## src/design/beac_pkg.sv

```systemverilog
package beac_pkg;

  localparam int CoordBitsDef = 16;
  localparam int OutBits      = 15;
  localparam int ImgBits      = 15;
  localparam int MinBits      = 10;

  localparam logic [ImgBits-1:0] ImageWidthRst   = ImgBits'(640);
  localparam logic [ImgBits-1:0] ImageHeightRst  = ImgBits'(480);
  localparam logic [MinBits-1:0] MinBoxWidthRst  = MinBits'(6);
  localparam logic [MinBits-1:0] MinBoxHeightRst = MinBits'(10);

  typedef enum logic [1:0] {
    REG_IMAGE_WIDTH    = 2'd0,
    REG_IMAGE_HEIGHT   = 2'd1,
    REG_MIN_BOX_WIDTH  = 2'd2,
    REG_MIN_BOX_HEIGHT = 2'd3
  } reg_idx_e;

  typedef enum logic [2:0] {
    HANDLE_CENTER = 3'd0,
    HANDLE_TOP    = 3'd1,
    HANDLE_BOTTOM = 3'd2,
    HANDLE_LEFT   = 3'd3,
    HANDLE_RIGHT  = 3'd4
  } handle_e;

  typedef enum logic {
    MODE_ABS = 1'b0,
    MODE_REL = 1'b1
  } mode_e;

  typedef struct packed {
    logic [ImgBits-1:0] image_width;
    logic [ImgBits-1:0] image_height;
    logic [MinBits-1:0] min_box_width;
    logic [MinBits-1:0] min_box_height;
  } cfg_t;

  typedef struct packed {
    logic [2:0] handle;
    logic       mode;
  } edit_ctrl_t;

endpackage

```

## src/design/beac_edit.sv

```systemverilog
module beac_edit
  import beac_pkg::*;
#(
  parameter int COORD_BITS = CoordBitsDef
) (
  input  logic signed [COORD_BITS-1:0]                              left_i,
  input  logic signed [COORD_BITS-1:0]                              top_i,
  input  logic signed [COORD_BITS-1:0]                              right_i,
  input  logic signed [COORD_BITS-1:0]                              bottom_i,
  input  logic signed [COORD_BITS-1:0]                              shift_x_i,
  input  logic signed [COORD_BITS-1:0]                              shift_y_i,
  input  edit_ctrl_t                                                ctrl_i,
  input  cfg_t                                                      cfg_i,
  output logic signed [((COORD_BITS + 4 > 17) ? COORD_BITS + 4 : 17)-1:0] x0_o,
  output logic signed [((COORD_BITS + 4 > 17) ? COORD_BITS + 4 : 17)-1:0] y0_o,
  output logic signed [((COORD_BITS + 4 > 17) ? COORD_BITS + 4 : 17)-1:0] x1_o,
  output logic signed [((COORD_BITS + 4 > 17) ? COORD_BITS + 4 : 17)-1:0] y1_o
);

  localparam int W = (COORD_BITS + 4 > 17) ? COORD_BITS + 4 : 17;

  logic signed [W-1:0] x0, y0, x1, y1, sx, sy;
  logic signed [W-1:0] w0, h0, w0_adj, h0_adj, hw, hh;
  logic signed [W-1:0] ex0, ey0, ex1, ey1;
  logic signed [W-1:0] dx, dy, mw, mh;

  assign x0 = W'(left_i);
  assign y0 = W'(top_i);
  assign x1 = W'(right_i);
  assign y1 = W'(bottom_i);
  assign sx = W'(shift_x_i);
  assign sy = W'(shift_y_i);
  assign mw = $signed(W'(cfg_i.min_box_width));
  assign mh = $signed(W'(cfg_i.min_box_height));

  // half size rounded toward zero
  assign w0     = x1 - x0;
  assign h0     = y1 - y0;
  assign w0_adj = w0 + $signed({{(W-1){1'b0}}, w0[W-1]});
  assign h0_adj = h0 + $signed({{(W-1){1'b0}}, h0[W-1]});
  assign hw     = w0_adj >>> 1;
  assign hh     = h0_adj >>> 1;

  always_comb begin
    ex0 = x0;
    ey0 = y0;
    ex1 = x1;
    ey1 = y1;
    if (mode_e'(ctrl_i.mode) == MODE_REL) begin
      case (handle_e'(ctrl_i.handle))
        HANDLE_CENTER: begin
          ex0 = x0 + sx;
          ex1 = x1 + sx;
          ey0 = y0 + sy;
          ey1 = y1 + sy;
        end
        HANDLE_TOP:    ey0 = y0 + sy;
        HANDLE_BOTTOM: ey1 = y1 + sy;
        HANDLE_LEFT:   ex0 = x0 + sx;
        HANDLE_RIGHT:  ex1 = x1 + sx;
        default: ;
      endcase
    end else begin
      case (handle_e'(ctrl_i.handle))
        HANDLE_CENTER: begin
          ex0 = sx - hw;
          ex1 = sx + hw;
          ey0 = sy - hh;
          ey1 = sy + hh;
        end
        HANDLE_TOP:    ey0 = sy;
        HANDLE_BOTTOM: ey1 = sy;
        HANDLE_LEFT:   ex0 = sx;
        HANDLE_RIGHT:  ex1 = sx;
        default: ;
      endcase
    end
  end

  // minimum size push on the dragged edge
  assign dx = ex1 - ex0;
  assign dy = ey1 - ey0;

  always_comb begin
    x0_o = ex0;
    x1_o = ex1;
    y0_o = ey0;
    y1_o = ey1;
    if (dy < mh) begin
      if (handle_e'(ctrl_i.handle) == HANDLE_TOP) y0_o = ey1 - mh;
      else if (handle_e'(ctrl_i.handle) == HANDLE_BOTTOM) y1_o = ey0 + mh;
    end
    if (dx < mw) begin
      if (handle_e'(ctrl_i.handle) == HANDLE_LEFT) x0_o = ex1 - mw;
      else if (handle_e'(ctrl_i.handle) == HANDLE_RIGHT) x1_o = ex0 + mw;
    end
  end

endmodule

```

## src/design/beac_clip.sv

```systemverilog
module beac_clip
  import beac_pkg::*;
#(
  parameter int COORD_BITS = CoordBitsDef
) (
  input  logic signed [((COORD_BITS + 4 > 17) ? COORD_BITS + 4 : 17)-1:0] x0_i,
  input  logic signed [((COORD_BITS + 4 > 17) ? COORD_BITS + 4 : 17)-1:0] y0_i,
  input  logic signed [((COORD_BITS + 4 > 17) ? COORD_BITS + 4 : 17)-1:0] x1_i,
  input  logic signed [((COORD_BITS + 4 > 17) ? COORD_BITS + 4 : 17)-1:0] y1_i,
  input  cfg_t                                                      cfg_i,
  output logic [OutBits-1:0]                                        left_o,
  output logic [OutBits-1:0]                                        top_o,
  output logic [OutBits-1:0]                                        right_o,
  output logic [OutBits-1:0]                                        bottom_o,
  output logic                                                      empty_o
);

  localparam int W = (COORD_BITS + 4 > 17) ? COORD_BITS + 4 : 17;

  logic signed [W-1:0] lx, hx, ly, hy, iw, ih;
  logic signed [W-1:0] cx0, cx1, cy0, cy1;

  assign iw = $signed(W'(cfg_i.image_width));
  assign ih = $signed(W'(cfg_i.image_height));

  // normalize
  assign lx = (x0_i < x1_i) ? x0_i : x1_i;
  assign hx = (x0_i < x1_i) ? x1_i : x0_i;
  assign ly = (y0_i < y1_i) ? y0_i : y1_i;
  assign hy = (y0_i < y1_i) ? y1_i : y0_i;

  // intersect with the image
  assign cx0 = (lx < 0)  ? '0 : lx;
  assign cy0 = (ly < 0)  ? '0 : ly;
  assign cx1 = (hx > iw) ? iw : hx;
  assign cy1 = (hy > ih) ? ih : hy;

  assign empty_o  = (cx1 <= cx0) || (cy1 <= cy0);
  assign left_o   = empty_o ? '0 : cx0[OutBits-1:0];
  assign top_o    = empty_o ? '0 : cy0[OutBits-1:0];
  assign right_o  = empty_o ? '0 : cx1[OutBits-1:0];
  assign bottom_o = empty_o ? '0 : cy1[OutBits-1:0];

endmodule

```

## src/design/box_edge_adjust_and_clip_unit.sv

```systemverilog
// a start transfer gives the done strobe via the input and result registers
// throughput: one box per cycle; edit and clip run as one pass between
// the input register and the result register
// busy_o is always low and results cannot be stalled by the receiver
// reset: asynchronous active-low, clears valid flags and loads register defaults
module box_edge_adjust_and_clip_unit
  import beac_pkg::*;
#(
  parameter int COORD_BITS = CoordBitsDef
) (
  input  logic                         clk_i,
  input  logic                         rst_ni,
  input  logic                         psel,
  input  logic                         penable,
  input  logic                         pwrite,
  input  logic [3:0]                   paddr,
  input  logic [31:0]                  pwdata,
  output logic [31:0]                  prdata,
  output logic                         pready,
  input  logic                         start_i,
  output logic                         busy_o,
  input  logic signed [COORD_BITS-1:0] left_in_i,
  input  logic signed [COORD_BITS-1:0] top_in_i,
  input  logic signed [COORD_BITS-1:0] right_in_i,
  input  logic signed [COORD_BITS-1:0] bottom_in_i,
  input  logic [2:0]                   handle_i,
  input  logic                         mode_i,
  input  logic signed [COORD_BITS-1:0] shift_x_i,
  input  logic signed [COORD_BITS-1:0] shift_y_i,
  output logic                         done_o,
  output logic [OutBits-1:0]           left_out_o,
  output logic [OutBits-1:0]           top_out_o,
  output logic [OutBits-1:0]           right_out_o,
  output logic [OutBits-1:0]           bottom_out_o,
  output logic                         box_empty_o
);

  localparam int W = (COORD_BITS + 4 > 17) ? COORD_BITS + 4 : 17;

  cfg_t cfg_q;
  logic cfg_wr;
  logic in_acc;

  logic                         in_valid_q;
  logic signed [COORD_BITS-1:0] left_q, top_q, right_q, bottom_q, sx_q, sy_q;
  edit_ctrl_t                   ctrl_q;

  logic signed [W-1:0] ex0, ey0, ex1, ey1;
  logic [OutBits-1:0]  left_d, top_d, right_d, bottom_d;
  logic                empty_d;

  logic                done_q;
  logic [OutBits-1:0]  left_out_q, top_out_q, right_out_q, bottom_out_q;
  logic                empty_q;

  // configuration port
  assign pready = 1'b1;
  assign cfg_wr = psel && penable && pwrite;

  always_ff @(posedge clk_i or negedge rst_ni) begin
    if (!rst_ni) begin
      cfg_q.image_width    <= ImageWidthRst;
      cfg_q.image_height   <= ImageHeightRst;
      cfg_q.min_box_width  <= MinBoxWidthRst;
      cfg_q.min_box_height <= MinBoxHeightRst;
    end else if (cfg_wr) begin
      unique case (reg_idx_e'(paddr[3:2]))
        REG_IMAGE_WIDTH:    cfg_q.image_width    <= pwdata[ImgBits-1:0];
        REG_IMAGE_HEIGHT:   cfg_q.image_height   <= pwdata[ImgBits-1:0];
        REG_MIN_BOX_WIDTH:  cfg_q.min_box_width  <= pwdata[MinBits-1:0];
        REG_MIN_BOX_HEIGHT: cfg_q.min_box_height <= pwdata[MinBits-1:0];
        default: ;
      endcase
    end
  end

  always_comb begin
    unique case (reg_idx_e'(paddr[3:2]))
      REG_IMAGE_WIDTH:    prdata = 32'(cfg_q.image_width);
      REG_IMAGE_HEIGHT:   prdata = 32'(cfg_q.image_height);
      REG_MIN_BOX_WIDTH:  prdata = 32'(cfg_q.min_box_width);
      REG_MIN_BOX_HEIGHT: prdata = 32'(cfg_q.min_box_height);
      default:            prdata = '0;
    endcase
  end

  // input register
  assign busy_o = 1'b0;
  assign in_acc = start_i && !busy_o;

  always_ff @(posedge clk_i or negedge rst_ni) begin
    if (!rst_ni) begin
      in_valid_q <= 1'b0;
    end else begin
      in_valid_q <= in_acc;
    end
  end

  always_ff @(posedge clk_i) begin
    if (in_acc) begin
      left_q        <= left_in_i;
      top_q         <= top_in_i;
      right_q       <= right_in_i;
      bottom_q      <= bottom_in_i;
      sx_q          <= shift_x_i;
      sy_q          <= shift_y_i;
      ctrl_q.handle <= handle_i;
      ctrl_q.mode   <= mode_i;
    end
  end

  beac_edit #(
    .COORD_BITS(COORD_BITS)
  ) u_edit (
    .left_i   (left_q),
    .top_i    (top_q),
    .right_i  (right_q),
    .bottom_i (bottom_q),
    .shift_x_i(sx_q),
    .shift_y_i(sy_q),
    .ctrl_i   (ctrl_q),
    .cfg_i    (cfg_q),
    .x0_o     (ex0),
    .y0_o     (ey0),
    .x1_o     (ex1),
    .y1_o     (ey1)
  );

  beac_clip #(
    .COORD_BITS(COORD_BITS)
  ) u_clip (
    .x0_i    (ex0),
    .y0_i    (ey0),
    .x1_i    (ex1),
    .y1_i    (ey1),
    .cfg_i   (cfg_q),
    .left_o  (left_d),
    .top_o   (top_d),
    .right_o (right_d),
    .bottom_o(bottom_d),
    .empty_o (empty_d)
  );

  // result register
  always_ff @(posedge clk_i or negedge rst_ni) begin
    if (!rst_ni) begin
      done_q <= 1'b0;
    end else begin
      done_q <= in_valid_q;
    end
  end

  always_ff @(posedge clk_i) begin
    if (in_valid_q) begin
      left_out_q   <= left_d;
      top_out_q    <= top_d;
      right_out_q  <= right_d;
      bottom_out_q <= bottom_d;
      empty_q      <= empty_d;
    end
  end

  assign done_o       = done_q;
  assign left_out_o   = left_out_q;
  assign top_out_o    = top_out_q;
  assign right_out_o  = right_out_q;
  assign bottom_out_o = bottom_out_q;
  assign box_empty_o  = empty_q;

`ifndef SYNTHESIS
  a_latency: assert property (@(posedge clk_i) disable iff (!rst_ni)
    start_i && !busy_o |-> ##2 done_o)
    else $error("start transfer without done strobe two cycles later");

  a_empty_zero: assert property (@(posedge clk_i) disable iff (!rst_ni)
    done_o && box_empty_o |-> left_out_o == '0 && top_out_o == '0 &&
      right_out_o == '0 && bottom_out_o == '0)
    else $error("empty box with nonzero coordinates");

  a_ordered: assert property (@(posedge clk_i) disable iff (!rst_ni)
    done_o && !box_empty_o |-> left_out_o < right_out_o && top_out_o < bottom_out_o)
    else $error("nonempty box not ordered");

  a_in_image: assert property (@(posedge clk_i) disable iff (!rst_ni)
    done_o && !box_empty_o |-> right_out_o <= cfg_q.image_width &&
      bottom_out_o <= cfg_q.image_height)
    else $error("box outside image rectangle");
`endif

endmodule
```

## config.mk

```make
export PLATFORM = sky130hd
export DESIGN_NAME = box_edge_adjust_and_clip_unit
export DESIGN_NICKNAME = d
export VERILOG_FILES = /design/src/design/beac_pkg.sv /design/src/design/beac_edit.sv /design/src/design/beac_clip.sv /design/src/design/box_edge_adjust_and_clip_unit.sv
export SDC_FILE = /design/constraint.sdc
export NUM_CORES = 1
export LEC_CHECK = 0
export BUFFER_PORTS_ARGS = -buffer_cell sky130_fd_sc_hd__buf_2
export CAP_MARGIN = 0
export CELL_PAD_IN_SITES_DETAIL_PLACEMENT = 1
export CELL_PAD_IN_SITES_GLOBAL_PLACEMENT = 1
export CORE_ASPECT_RATIO = 0.75
export CORE_MARGIN = 2
export CORE_UTILIZATION = 25
export DETAILED_ROUTE_END_ITERATION = 12
export PLACE_DENSITY = 0.57
export REMOVE_ABC_BUFFERS = 1
export SLEW_MARGIN = 10
export SYNTH_ARGS = -nofsm -noshare
export SYNTH_HDL_FRONTEND = slang
export SYNTH_HIERARCHICAL = 1
export SYNTH_SLANG_ARGS = --single-unit
```

## constraint.sdc

```tcl
create_clock -name clk_i -period 37.8 [get_ports clk_i]
set_input_delay 3.78 -clock clk_i [delete_from_list [all_inputs] [get_ports clk_i]]
set_output_delay 3.78 -clock clk_i [all_outputs]
set_load 0.02 [all_outputs]
```

==> results.json, run 1 <==
{
  "place_inst": 4932,
  "synth-edff-count": 161,
  "cp.required_ns": 38.09,
  "crit_slowest_cell": "a31oi_2",
  "critPathMaxFanout": 51,
  "fp-row-count": 106,
  "power.density_mw_per_mm2": 61.4,
  "slew_headroom": 0.193,
  "setup_violations": 0,
  "placed_area_sq_mm": 0.0308,
  "clock_skew_ns": 0.0219,
  "startpoint_type": "flop",
  "final.min_clock_period_ns": 19.47,
  "cts_resized": 0,
  "clock_path_buffers": 3,
  "grt-ovfl-total": 0,
  "post_cts_buffers": 0,
  "syn_area_sq_mm": 0.0283,
  "hold_viol": 0,
  "vias": 25500,
  "holdBufCountCts": 0,
  "track_usage": 0.177,
  "yosysTopAreaCell": "edfxtp_1",
  "power_mw": 1.95,
  "drive_gt1_frac": 0.141,
  "antenna_found_initial": 9,
  "firstDrtPassIters": 8,
  "rsz0062_at_grt": "no",
  "io-pin-count": 238,
  "area_growth_pct": 12.3,
  "r2r_cells": 65,
  "ant_nets": 0,
  "path_delay_family": "compound AO/OA/AOI/OAI gates",
  "synth_most_common_cell": "ha_1",
  "fp.coreArea_sq_mm": 0.112,
  "cts_buffers": 27,
  "arrival_ns": 19.76,
  "dieHeight_um": 295,
  "max_freq_mhz": 51.4,
  "synth_common_cells": "372 x ha_1, 270 x nor2_1, 250 x a21oi_1",
  "initial_core_util": 0.253,
  "regToRegEndpoint": "right_out_o[14]",
  "worstSetupPathType": "reg -> reg",
  "htreeDepth": 1,
  "hold_path_end": "cfg_q[46]",
  "r2r-start": "top_q[0]",
  "syn_inst": 3319,
  "io_buffers": 199,
  "final_area_sq_mm": 0.0318,
  "synth.top_cell.area_share": 0.171,
  "r2r_slack_ns": 18.33,
  "avgViaCountPerCell": 5.12,
  "synthArstFlopShare": 0.244,
  "grt_max_degree": 63,
  "worstHoldStart": "cfg_q[46]",
  "finalSetupTns_ns": 0,
  "synth_area_leaders": "edfxtp_1 17%, ha_1 16%, a21oi_1 4.4%",
  "run_status": "completed",
  "cts.clk_slew.worst_paths_ns": 0.07,
  "drv_slew": 0,
  "gp_congestion": 0.888,
  "syn_area_per_cell_sq_um": 8.52,
  "hold_depth": 1,
  "grt_pass1_wl_um": 157000,
  "fin_cells": 4985,
  "synthDistinctLibCells": 110,
  "leakage_nw": 13.5,
  "clk_latency_ns": 0.62,
  "wirelength_um": 106000,
  "place_hpwl_um": 88200,
  "max_cap_viol_count": 0,
  "post_drt_wl_per_cell_um": 21.2,
  "route.detailed.drc": 0,
  "synth-seq-cells": 213,
  "grt_pass1_vias": 24900,
  "die-area_sq_mm": 0.116,
  "worst_pin_slew_ns": 1.21,
  "clock-root-buffer": "clkbuf_16",
  "critPathCaptureType": "flop",
  "critPathMaxStageDelay_ns": 1.06,
  "ir_drop_mv": 0.0376,
  "drt_iter0_markers": 1615,
  "nNetsFinal": 3979,
  "hold_class": "reg -> reg",
  "ys_warn_count": 6,
  "ys.flop_type": "edfxtp_1",
  "crit_buf_inv": 6,
  "seq_area_frac_synth": 0.217,
  "fin_crit_sh": 0.515,
  "cts_tree": "built",
  "die_x_um": 392,
  "clock-sinks": 213
}
per-stage QoR:
step,util,hold slack [ns],setup WS [ns]
floorplan,-,0.495,21.11
finish,0.284,0.537,18.33
detailed placement,0.275,0.520,18.88
global route,0.284,0.567,17.27
global placement,0.275,0.517,18.95
CTS,0.284,0.543,18.77
routing by layer:
metal / up-vias / share of wire / global-route usage
met3: 79 / 0.051 / 0.0276
li1: 12600 / - / -
met5: - / 0.00032 / 0
met1: 12400 / 0.53 / 0.275
met2: 470 / 0.40 / 0.256
met4: 6 / 0.017 / 0.0307
worst max path at each step:
stage / from / to / slack, ns / depth (start not counted)
finish: top_q[0] / right_out_o[14] / 18.33 / 65
global route: top_q[0] / right_out_o[14] / 17.27 / 65
CTS: top_q[0] / right_out_o[14] / 18.77 / 63
detailed placement: top_q[0] / right_out_o[14] / 18.88 / 65
global placement: top_q[0] / right_out_o[14] / 18.95 / 64
floorplan: left_q[0] / right_out_o[11] / 21.11 / 63
cells by family after synthesis:
kind of cell    after synthesis  synth area share
compound gates              985             0.235
xor+xnor                    206            0.0638
other cells                   2          0.000266
buf+inv                     397            0.0591
simple gates                911             0.159
mux                         217            0.0893
fa+ha+maj                   388             0.176
flops                       213             0.217
state kept, by name, indices dropped and copies added (netlist names), 15 cells and up:
register / count
cfg_q: 50
sx_q: 16
top_out_o: 15
sy_q: 16
right_q: 16
right_out_o: 15
bottom_out_o: 15
top_q: 16
left_q: 16
left_out_o: 15
bottom_q: 16
report_power, final:
group	switching (mW)	internal [mW]
combinational	0.813	0.520
clock	0.120	0.166
sequential	0.0427	0.287
total	0.976	0.973
area by class of cell:
| type | instances | area (sq um) |
|---|---|---|
| Fill cell | 13300 | 80100 |
| Tap cell | 1512 | 1890 |
| Sequential cell | 213 | 6150 |
| Clock inverter | 22 | 272 |
| Antenna cell | 3 | 7.51 |
| Timing Repair Buffer | 231 | 1240 |
| Inverter | 250 | 938 |
| Multi-Input combinational cell | 2726 | 20600 |
| Clock buffer | 28 | 679 |
worst reg2reg max path, delay by kind of cell, from the launching register on:
kind / cells / cell delay [ns]
muxes: 3 / 1.50
DFF: 1 / 0.45
adders and majority gates: 9 / 2.74
and+or+nand+nor: 13 / 3.35
xor gates and xnor gates: 3 / 0.54
AOI/OAI and AO/OA: 31 / 9.29
buffers and inverters: 6 / 1.28
placed cells by master (no fill, tap or decap), types with 49 or more instances in the layout:
cell	synthesis	routed
a211oi_1	53	53
a21o_1	77	77
a21oi_1	250	250
a31oi_1	55	54
buf_2	29	198
edfxtp_1	161	161
ha_1	372	372
inv_1	246	246
mux2_2	101	101
mux2i_1	70	67
nand2_1	209	209
nand3_1	53	53
nor2_1	270	268
nor2b_1	49	49
nor3_1	70	69
o21ai_0	196	196
xnor2_1	129	129
xor2_1	77	77
(Power assumes the default switching activity.)
==> run 2, diff against run 1 <==
==> constraint.sdc (replaced) <==
create_clock -name clk_i -period 19.52 [get_ports clk_i]
set_input_delay 1.952 -clock clk_i [delete_from_list [all_inputs] [get_ports clk_i]]
set_output_delay 1.952 -clock clk_i [all_outputs]
set_load 0.02 [all_outputs]
==> results.json, run 2 (synthesis results as in run 1) <==
{
  "cts_resized": 0,
  "power.density_mw_per_mm2": 119,
  "setup_ws_ns": 1.35,
  "swShare": 0.501,
  "clk_latency_ns": 0.63,
  "final_common_cell": "ha_1",
  "critPathMaxFanout": 33,
  "drv_slew": 0,
  "grt_pass1_vias": 25400,
  "pwr-share-comb": 0.687,
  "placed_area_sq_mm": 0.0309,
  "max_cap_viol_count": 0,
  "r2r_slack_ns": 1.35,
  "holdBufCountCts": 0,
  "htreeDepth": 1,
  "dieHeight_um": 295,
  "firstDrtPassIters": 5,
  "top_register": "cfg_q",
  "clock-root-buffer": "clkbuf_16",
  "ant_nets": 0,
  "avgViaCountPerCell": 5.16,
  "finalSetupTns_ns": 0,
  "route.met3.wl_um": 6470,
  "area_growth_pct": 12.8,
  "initial_core_util": 0.253,
  "power_mw": 3.80,
  "drive_gt1_frac": 0.147,
  "rsz0062_at_grt": "no",
  "p_switching_mw": 1.91,
  "grt_max_degree": 63,
  "pre_cts_ws_ns": 1.63,
  "r2r-start": "top_q[0]",
  "die_x_um": 392,
  "leakage_nw": 13.6,
  "cp.required_ns": 19.87,
  "power_frac_clock": 0.145,
  "clock_skew_ns": 0.0261,
  "grt_pass1_wl_um": 160000,
  "ir_drop_mv": 0.0801,
  "antenna_found_initial": 13,
  "met1Wirelength_um": 55200,
  "nNetsFinal": 3996,
  "utilization": 0.285,
  "topRoutingLayerUsed": "met5",
  "worstSetupEndpoint": "left_out_o[0]",
  "fp.coreArea_sq_mm": 0.112,
  "hold_viol": 0,
  "fp-row-count": 106,
  "startpoint": "top_q[0]",
  "grt-ovfl-total": 0,
  "io-pin-count": 238,
  "drt_iter0_markers": 1770,
  "route.detailed.drc": 0,
  "regToRegEndpoint": "left_out_o[0]",
  "worstSetupPathType": "reg -> reg",
  "place_hpwl_um": 89300,
  "io_buffers": 199,
  "cts_buffers": 28,
  "fin_crit_sh": 0.931,
  "hold_class": "reg -> reg",
  "gp_congestion": 0.889,
  "max_freq_mhz": 55.0,
  "cts_tree": "built",
  "run_status": "completed",
  "clock_path_buffers": 3,
  "slew_headroom": 0.289,
  "p_int_mw": 1.90,
  "clock-sinks": 213,
  "final_area_sq_mm": 0.0319,
  "wl_met2_um": 43700,
  "post_cts_buffers": 0,
  "worst_pin_slew_ns": 1.06,
  "pwr-share-seq": 0.169,
  "arrival_ns": 18.52,
  "most-common-layout-cells": "372 x ha_1, 268 x nor2_1, 250 x a21oi_1",
  "critPathCaptureType": "flop",
  "cts.clk_slew.worst_paths_ns": 0.06,
  "vias": 25800,
  "crit_slowest_cell": "a21oi_1",
  "largest_reg_flops": 50,
  "wirelength_um": 107000,
  "r2r_cells": 60,
  "die-area_sq_mm": 0.116,
  "startpoint_type": "flop",
  "setup_violations": 0,
  "final.min_clock_period_ns": 18.17,
  "post_drt_wl_per_cell_um": 21.4,
  "track_usage": 0.180,
  "critPathMaxStageDelay_ns": 0.71,
  "cpMostUsedCell": "ha_1"
}
[run 2: cell types whose count changed in the layout (fill, tap and decap cells not counted), sizes merged]
cell      change
clkbuf        +4
buf          +16
diode         +1
inv           +1
bufinv        -2
clkinv        +1
clkinvlp      -3
[run 2: worst min path at each step]
stage          depth (start not counted)  startpoint  slack, ns         to
6_report                               1   cfg_q[37]       0.54  cfg_q[37]
3_3_place_gp                           1   cfg_q[22]       0.52  cfg_q[22]
5_1_grt                                1   cfg_q[29]       0.56  cfg_q[29]
2_1_floorplan                          1   cfg_q[29]       0.50  cfg_q[29]
3_5_place_dp                           1   cfg_q[37]       0.52  cfg_q[37]
4_1_cts                                1   cfg_q[37]       0.54  cfg_q[37]
[run 2: worst max-delay path, delay by kind of cell, from the launching register on]
kind	cells	cell delay, ns
compound gates	27	7.59
simple gates	13	3.55
fa+ha+maj	9	3.05
buf+inv	6	1.59
mux	2	1.05
xor+xnor	3	0.60
flops	1	0.45
[run 2: power by group through the flow]
stage          Sequential, mW  Combinational (mW)  Clock (mW)
4_1_cts                 0.644                2.59       0.574
3_5_place_dp            0.653                2.57           0
3_3_place_gp            0.651                2.52           0
6_report                0.641                2.61       0.551
5_1_grt                 0.650                2.89       0.592
2_1_floorplan           0.625                1.82           0
[run 2: cell type report]
type                       instances  area (sq um)
antenna                            4          10.0
sequential                       213          6150
clock buffer                      32           736
multi-input combinational       2726         20600
timing repair buffer             247          1370
inverter                         250           938
fill                           13300         79900
tap                             1512          1890
clock inverter                    19           220
[run 2: per-stage QoR]
stage / instances / hold WS, ns
5_1_grt: 5000 / 0.564
2_1_floorplan: 3189 / 0.495
4_1_cts: 4999 / 0.536
3_3_place_gp: 4948 / 0.516
3_5_place_dp: 4948 / 0.523
6_report: 5003 / 0.540
[run 2: routing by layer]
layer	global-route usage	up-vias
li1	-	12600
met1	0.279	12600
met2	0.264	557
met3	0.0272	69
met4	0.0281	6
met5	0	-
